## src/hdl/bmsp_pkg.sv

```systemverilog
// Package for the binned mean / standard error profile block.
// Holds widths, reset values, register codes, payload and state types.
// No dependencies; every other file in hdl/ refers to it by scoped names.
package bmsp_pkg;

  localparam int SAMPLE_WIDTH = 24;
  localparam int COUNT_WIDTH  = 16;
  localparam int MAX_BINS_DEF = 16;
  localparam int SUM_W        = SAMPLE_WIDTH + COUNT_WIDTH;
  localparam int SQR_W        = 2 * SAMPLE_WIDTH - 1;
  localparam int SQ_W         = 64;
  localparam int ACC_W        = COUNT_WIDTH + SQ_W;
  localparam int ROOT_W       = SQ_W / 2;
  localparam int OFF_W        = SAMPLE_WIDTH;
  localparam int WID_W        = SAMPLE_WIDTH - 1;
  localparam int ERR_W        = SAMPLE_WIDTH - 1;
  localparam int NB_W         = 5;
  localparam int BINNUM_W     = 4;
  localparam int MAX_RESULTS  = 16;
  localparam int CFG_IDX_W    = 2;
  localparam int DIV_PASSES   = 3;

  localparam logic signed [SAMPLE_WIDTH-1:0] START_RST = '0;
  localparam logic [WID_W-1:0]               WIDTH_RST = WID_W'(20480);
  localparam logic [NB_W-1:0]                NB_RST    = NB_W'(14);

  typedef enum logic [CFG_IDX_W-1:0] {
    CFG_BIN_START = 2'd0,
    CFG_BIN_WIDTH = 2'd1,
    CFG_NUM_BINS  = 2'd2
  } cfg_reg_t;

  typedef struct packed {
    logic signed [SAMPLE_WIDTH-1:0] x_value;
    logic signed [SAMPLE_WIDTH-1:0] y_value;
    logic                           last_point;
  } in_t;

  typedef struct packed {
    logic [BINNUM_W-1:0]            bin_number;
    logic                           bin_valid;
    logic [COUNT_WIDTH-1:0]         point_count;
    logic signed [SAMPLE_WIDTH-1:0] x_mean;
    logic signed [SAMPLE_WIDTH-1:0] y_mean;
    logic [ERR_W-1:0]               x_error;
    logic [ERR_W-1:0]               y_error;
    logic                           count_saturated;
    logic                           last_result;
  } result_t;

  // One point travelling down the row of bin cells.
  typedef struct packed {
    logic                           valid;
    logic [OFF_W-1:0]               off;
    logic signed [SAMPLE_WIDTH-1:0] x;
    logic signed [SAMPLE_WIDTH-1:0] y;
    logic [SQR_W-1:0]               xsq;
    logic [SQR_W-1:0]               ysq;
  } point_t;

  // Accumulated state of one bin.
  typedef struct packed {
    logic [COUNT_WIDTH-1:0]  count;
    logic signed [SUM_W-1:0] sum_x;
    logic signed [SUM_W-1:0] sum_y;
    logic [SQ_W-1:0]         sumsq_x;
    logic [SQ_W-1:0]         sumsq_y;
    logic                    ovf;
  } bin_state_t;

  typedef struct packed {
    logic [BINNUM_W-1:0] bin_number;
    bin_state_t          st;
  } stat_req_t;

  typedef enum logic [2:0] {
    TS_RUN, TS_DRAIN, TS_PICK, TS_CALC, TS_FINAL
  } top_state_t;

  typedef enum logic [2:0] {
    ES_IDLE, ES_SETUP, ES_MEAN, ES_MULA, ES_MULB, ES_DIV, ES_ROOT, ES_DONE
  } eng_state_t;

endpackage

```

## src/hdl/bmsp_cell.sv

```systemverilog
// One bin cell of the profile row: claims points that fall into its bin,
// passes the rest on if enabled, and shifts its state toward the head on read-out.
// Depends on bmsp_pkg.
module bmsp_cell (
  input  logic                              clk,
  input  logic                              rst_n,
  input  logic                              enable,
  input  logic [bmsp_pkg::WID_W-1:0]        width_in,
  input  logic                              shift_en,
  input  bmsp_pkg::point_t                  pt_in,
  input  bmsp_pkg::bin_state_t              st_in,
  output bmsp_pkg::point_t                  pt_out,
  output bmsp_pkg::bin_state_t              st_out
);

  bmsp_pkg::point_t     pt_r, pt_nxt;
  bmsp_pkg::bin_state_t st_r, st_nxt;
  logic                 above;
  logic                 hit;

  assign above = pt_in.off >= bmsp_pkg::OFF_W'(width_in);
  assign hit   = pt_in.valid && enable && !above;

  always_comb begin
    pt_nxt       = pt_in;
    pt_nxt.valid = pt_in.valid && enable && above;
    pt_nxt.off   = pt_in.off - bmsp_pkg::OFF_W'(width_in);
    st_nxt       = st_r;
    if (shift_en) begin
      st_nxt = st_in;
    end else if (hit) begin
      if (st_r.count == '1) begin
        st_nxt.ovf = 1'b1;
      end else begin
        st_nxt.count   = st_r.count + 1'b1;
        st_nxt.sum_x   = st_r.sum_x + bmsp_pkg::SUM_W'(pt_in.x);
        st_nxt.sum_y   = st_r.sum_y + bmsp_pkg::SUM_W'(pt_in.y);
        st_nxt.sumsq_x = st_r.sumsq_x + bmsp_pkg::SQ_W'(pt_in.xsq);
        st_nxt.sumsq_y = st_r.sumsq_y + bmsp_pkg::SQ_W'(pt_in.ysq);
      end
    end
  end

  always_ff @(posedge clk) begin
    if (!rst_n) begin
      pt_r <= '0;
      st_r <= '0;
    end else begin
      pt_r <= pt_nxt;
      st_r <= st_nxt;
    end
  end

  assign pt_out = pt_r;
  assign st_out = st_r;

endmodule

```

## config.mk

```make
export PLATFORM = sky130hd
export DESIGN_NAME = bmsp_cell
export DESIGN_NICKNAME = d
export VERILOG_FILES = /design/src/hdl/bmsp_pkg.sv /design/src/hdl/bmsp_cell.sv
export SDC_FILE = /design/constraint.sdc
export NUM_CORES = 1
export LEC_CHECK = 0
export BUFFER_PORTS_ARGS = -buffer_cell sky130_fd_sc_hd__buf_2
export CORE_AREA = 2 2 317 319
export DETAILED_ROUTE_END_ITERATION = 6
export DIE_AREA = 0 0 319 321
export PLACE_DENSITY = 0.52
export SYNTH_ARGS = -nofsm -noshare
export SYNTH_HDL_FRONTEND = slang
export SYNTH_SLANG_ARGS = --single-unit
```

## constraint.sdc

```tcl
create_clock -name clk -period 8.2 [get_ports clk]
set_input_delay 0.82 -clock clk [delete_from_list [all_inputs] [get_ports clk]]
set_output_delay 0.82 -clock clk [all_outputs]
set_load 0.02 [all_outputs]
```

== Word-level counts from Yosys, hierarchy flattened ==
Cells that the tools add are included.
Storage, ports and cells
  flip-flop bits (word level): 392
  bits of input ports: 419
  output and inout bits: 392
  logic and storage cells: 33
Cells by class
  add/sub/neg operators: 6
  order comparisons: 1
  eq/ne operators: 2
  mux-type cells: 4
  reductions and logical operators: 8
Operator list (count)
  2-to-1 mux 225 bit: 2
  2-to-1 mux 224 bit: 1
  adder 64 x 47 -> 64 bit: 2
  adder 40 x 24 -> 40 bit: 2
  >= comparator 24 x 23 -> 1 bit: 1
  subtractor 24 x 23 -> 24 bit: 1
  adder 16 x 1 -> 16 bit, second input constant: 1
  equality test 16 bit, second input constant: 1
  AND reduction 2 bit: 2
  nonzero test 2 bit: 2
  logical AND 1 bit: 3
  inequality test 2 bit, second input constant: 1
  logical NOT 1 bit: 1
  2-to-1 mux 1 bit: 1

== Longest topological paths before layout ==
  word-level depth: 5
  depth in mapped cells: 14

== Worst setup path after synthesis ==
OpenSTA, ideal clock, no wires.
  kind: input port to flip-flop
  start point: in pt_in[18] in the netlist's numbering
  end point: reg st_r (netlist bit st_out[62])
  library setup time: 0.127 ns
  arrival: 3.318 ns
  required time: 8.073 ns
  slack: 4.755 ns
  stages on the path: 11
  buffers on the path: 1
  cells stage by stage: ha_1 buf_2 and4_1 nand3_2 a2111oi_4 o21ai_2 a21oi_4 o2111ai_4 a2111oi_4 nor3_1 or3_1
Between the ends
  longest elaborated chain between the ends: 4
Ends and longest elaborated chain
  start: declaration: RTL line bmsp_cell.sv:10  | input bmsp_pkg::point_t pt_in,
  adder 64 x 47 -> 64 bit: RTL line bmsp_cell.sv:39  | st_nxt.sumsq_y = st_r.sumsq_y + bmsp_pkg::SQ_W'(pt_in.ysq);
  2-to-1 mux 224 bit: RTL line bmsp_cell.sv:32  | if (st_r.count == '1) begin
  2-to-1 mux 225 bit: RTL line bmsp_cell.sv:31  | end else if (hit) begin
  2-to-1 mux 225 bit: RTL line bmsp_cell.sv:29  | if (shift_en) begin
  end signal: assignment: RTL line bmsp_cell.sv:50  | st_r <= st_nxt;
  end: declaration: RTL line bmsp_cell.sv:17  | bmsp_pkg::bin_state_t st_r, st_nxt;
No other way between the ends. The select of a mux whose other input is x is not followed.
A chain may end at the register's enable or synchronous reset.

== Worst setup path in the final report ==
  start point: in width_in[6] in the netlist's numbering
  end point: reg st_r (netlist bit st_out[108])
Between the ends
  longest elaborated chain between the ends: 5
Ends and longest elaborated chain
  start: declaration: RTL line bmsp_cell.sv:8  | input logic [bmsp_pkg::WID_W-1:0] width_in,
  >= comparator 24 x 23 -> 1 bit: RTL line bmsp_cell.sv:21  | assign above = pt_in.off >= bmsp_pkg::OFF_W'(width_in);
  logical NOT 1 bit: RTL line bmsp_cell.sv:22  | assign hit = pt_in.valid && enable && !above;
  logical AND 1 bit: RTL line bmsp_cell.sv:22
  nonzero test 2 bit (no line)
  AND reduction 2 bit (no line)
No other way between the ends.

==> results.json <==
{
  "outcome": "complete, no violations",
  "hold_class": "primary input to flop",
  "detail_route.first_pass.iterations": 5,
  "gp_congestion": 0.919,
  "ys_async_sr_fraction_pct": 0,
  "io_pins": 811,
  "ant_nets": 0,
  "area_growth_pct": 27.0,
  "syn_inst": 3248,
  "fin_crit_sh_pct": 49.0,
  "ys_types": 89,
  "detail_route.wl_per_cell_microns": 22.2,
  "num_vias": 27424,
  "syn_nets": 3868,
  "track_usage_pct": 22.0,
  "place_ws_ns": 3.54,
  "layout_min_cycle_time_ns": 4.02,
  "cp.required_ns": 8.75,
  "clockRootBuffer": "clkbuf_16",
  "final.setup.tns_ns": 0,
  "cts_tree": "yes",
  "synth_most_common_cell": "dfxtp_1",
  "die_h_microns": 321,
  "cts.htree.levels": 2,
  "first_global_vias": 26518,
  "grt_overflow": 0,
  "synthTopCellsByArea": "dfxtp_1 (31%), ha_1 (9.6%), a21oi_1 (7.1%)",
  "max_freq_mhz": 249,
  "relSlewSlack_pct": 32.7,
  "synth_edf_count": 0,
  "slew_viol_final": 0,
  "antenna_found_initial": 25,
  "crit_type": "primary input to flop",
  "cts_sinks": 392,
  "totalWireLength_microns": 117000,
  "ir_drop_mv": 0.146,
  "cts_resized": 0,
  "yosysSeqAreaShare_pct": 30.7,
  "drt_iter0_drc": 1602,
  "io_buffers": 810,
  "route.detailed.drc": 0,
  "fp-row-count": 116,
  "grt_first_pass_wirelength_microns": 173000,
  "maxCapViolations": 0,
  "worstSkewPairLatency_ns": 0.66,
  "fin_ws_ns": 4.18,
  "arrival_ns": 4.57,
  "p_leak_nw": 15.0,
  "start_util_pct": 25.8,
  "cts_setup_buffers": 0,
  "synth_top_area_cell": "dfxtp_1",
  "numCtsBuffers": 51,
  "rsz0062_at_grt": "no",
  "post-route-util_pct": 32.7,
  "hpwl_microns": 91000,
  "synth_common_cells": "dfxtp_1 (392), a21oi_1 (363), nand2_1 (343)",
  "design.core.area_sq_um": 99300,
  "synth_top_cell_area_share_pct": 30.7,
  "endpoint_kind": "flop",
  "drive_above_1_share_pct": 23.6,
  "synth.avg_cell_area_sq_um": 7.87,
  "setup_viol": 0,
  "yosysWarnings": 0,
  "viasPerCell": 5.19,
  "grt_max_degree": 138,
  "fin_skew_ns": 0.0483,
  "dieArea_sq_um": 102000,
  "ys_ff_latch": 392,
  "die_w_microns": 319,
  "cts_buffer_depth": 3,
  "ctsHoldBuffers": 0,
  "cts.clk_slew.worst_paths_ns": 0.06,
  "ys.flop_type": "dfxtp_1",
  "worst_pin_slew_ns": 0.985,
  "start_kind": "primary input",
  "synth_area_sq_um": 25600,
  "reg2reg_depth": 11,
  "powerDensity_nw_per_um2": 196,
  "crit_path_max_fanout": 46,
  "hold_viol_final": 0,
  "hold_depth": 2,
  "fin_nets": 4564
}
-- final timing paths --
| path | to | start | slack, ns |
|---|---|---|---|
| worst max register to register | st_out[99] | st_out[65] | 4.39 |
| worst min register to register | st_out[69] | st_out[69] | 0.50 |
| worst max-delay path | st_out[108] | width_in[6] | 4.18 |
| worst min-delay path | st_out[29] | st_in[29] | 0.37 |
-- cell usage in the layout, fill, tap and decap left out, drive strengths merged, types with 85 or more instances in the layout --
cell type  Yosys  routed
a21o          92      92
nor2         210     210
nand2        343     343
buf           52     825
dfxtp        392     392
xnor2        112     112
and2         166     166
ha           196     196
inv           83      85
a21oi        364     364
o21ai        260     260
-- sequential cells by signal, summed over array words and instances (netlist names) --
name    flops
pt_out    167
st_out    225
-- kinds of logic after synthesis --
logic type      synth area share, %
xor+xnor                       5.79
mux                           0.856
compound gates                 28.0
fa+ha+maj                      9.98
buf+inv                        4.11
flops                          30.7
simple gates                   20.6
-- area by class of cell --
type,instances,area [sq um]
Multi-Input combinational cell,2590,16700
Sequential cell,392,7850
Fill cell,10834,66800
Tap cell,1298,1620
Clock inverter,20,298
Timing Repair Buffer,825,4210
Inverter,84,325
Antenna cell,8,20.0
Clock buffer,66,1440
-- worst max-delay path, cell delays in order --
cell,delay (ns)
buf_2,0.08
inv_1,0.04
ha_1,0.38
nand4_1,0.21
a211oi_1,0.10
o31ai_1,0.50
and3_1,0.38
o21ba_4,0.22
buf_4,0.47
buf_4,0.56
nor2_1,0.08
a311oi_1,0.27
a21oi_1,0.07
nor4_1,0.28
-- power breakdown --
group / internal (W) / switching [W] / total (W)
Sequential: 0.00204 / 0.000101 / 0.00214
Combinational: 0.000670 / 0.00114 / 0.00181
Clock: 0.00145 / 0.000971 / 0.00242
Total: 0.00416 / 0.00221 / 0.00638
-- stage by stage --
step | power, W | hold WS, ns | instance area [sq um] | instances
after floorplan | 0.00335 | 0.560 | 25600 | 3248
after global placement | 0.00399 | 0.473 | 30700 | 5189
after detailed placement | 0.00399 | 0.489 | 30700 | 5189
after CTS | 0.00644 | 0.329 | 32500 | 5275
after global routing | 0.00669 | 0.366 | 32500 | 5281
final | 0.00638 | 0.374 | 32500 | 5283
-- per-layer routing --
metal | share of wire (%) | track usage (%) | wire [microns] | vias to the layer above
met5 | 0.12 | 0 | 141 | -
met4 | 2.7 | 6.48 | 3130 | 24
met3 | 6.9 | 5.36 | 8130 | 167
met2 | 49 | 38.9 | 57800 | 858
met1 | 41 | 26.2 | 48200 | 13111
li1 | - | - | - | 13264
No activity file was read; power rests on OpenSTA's default activity.
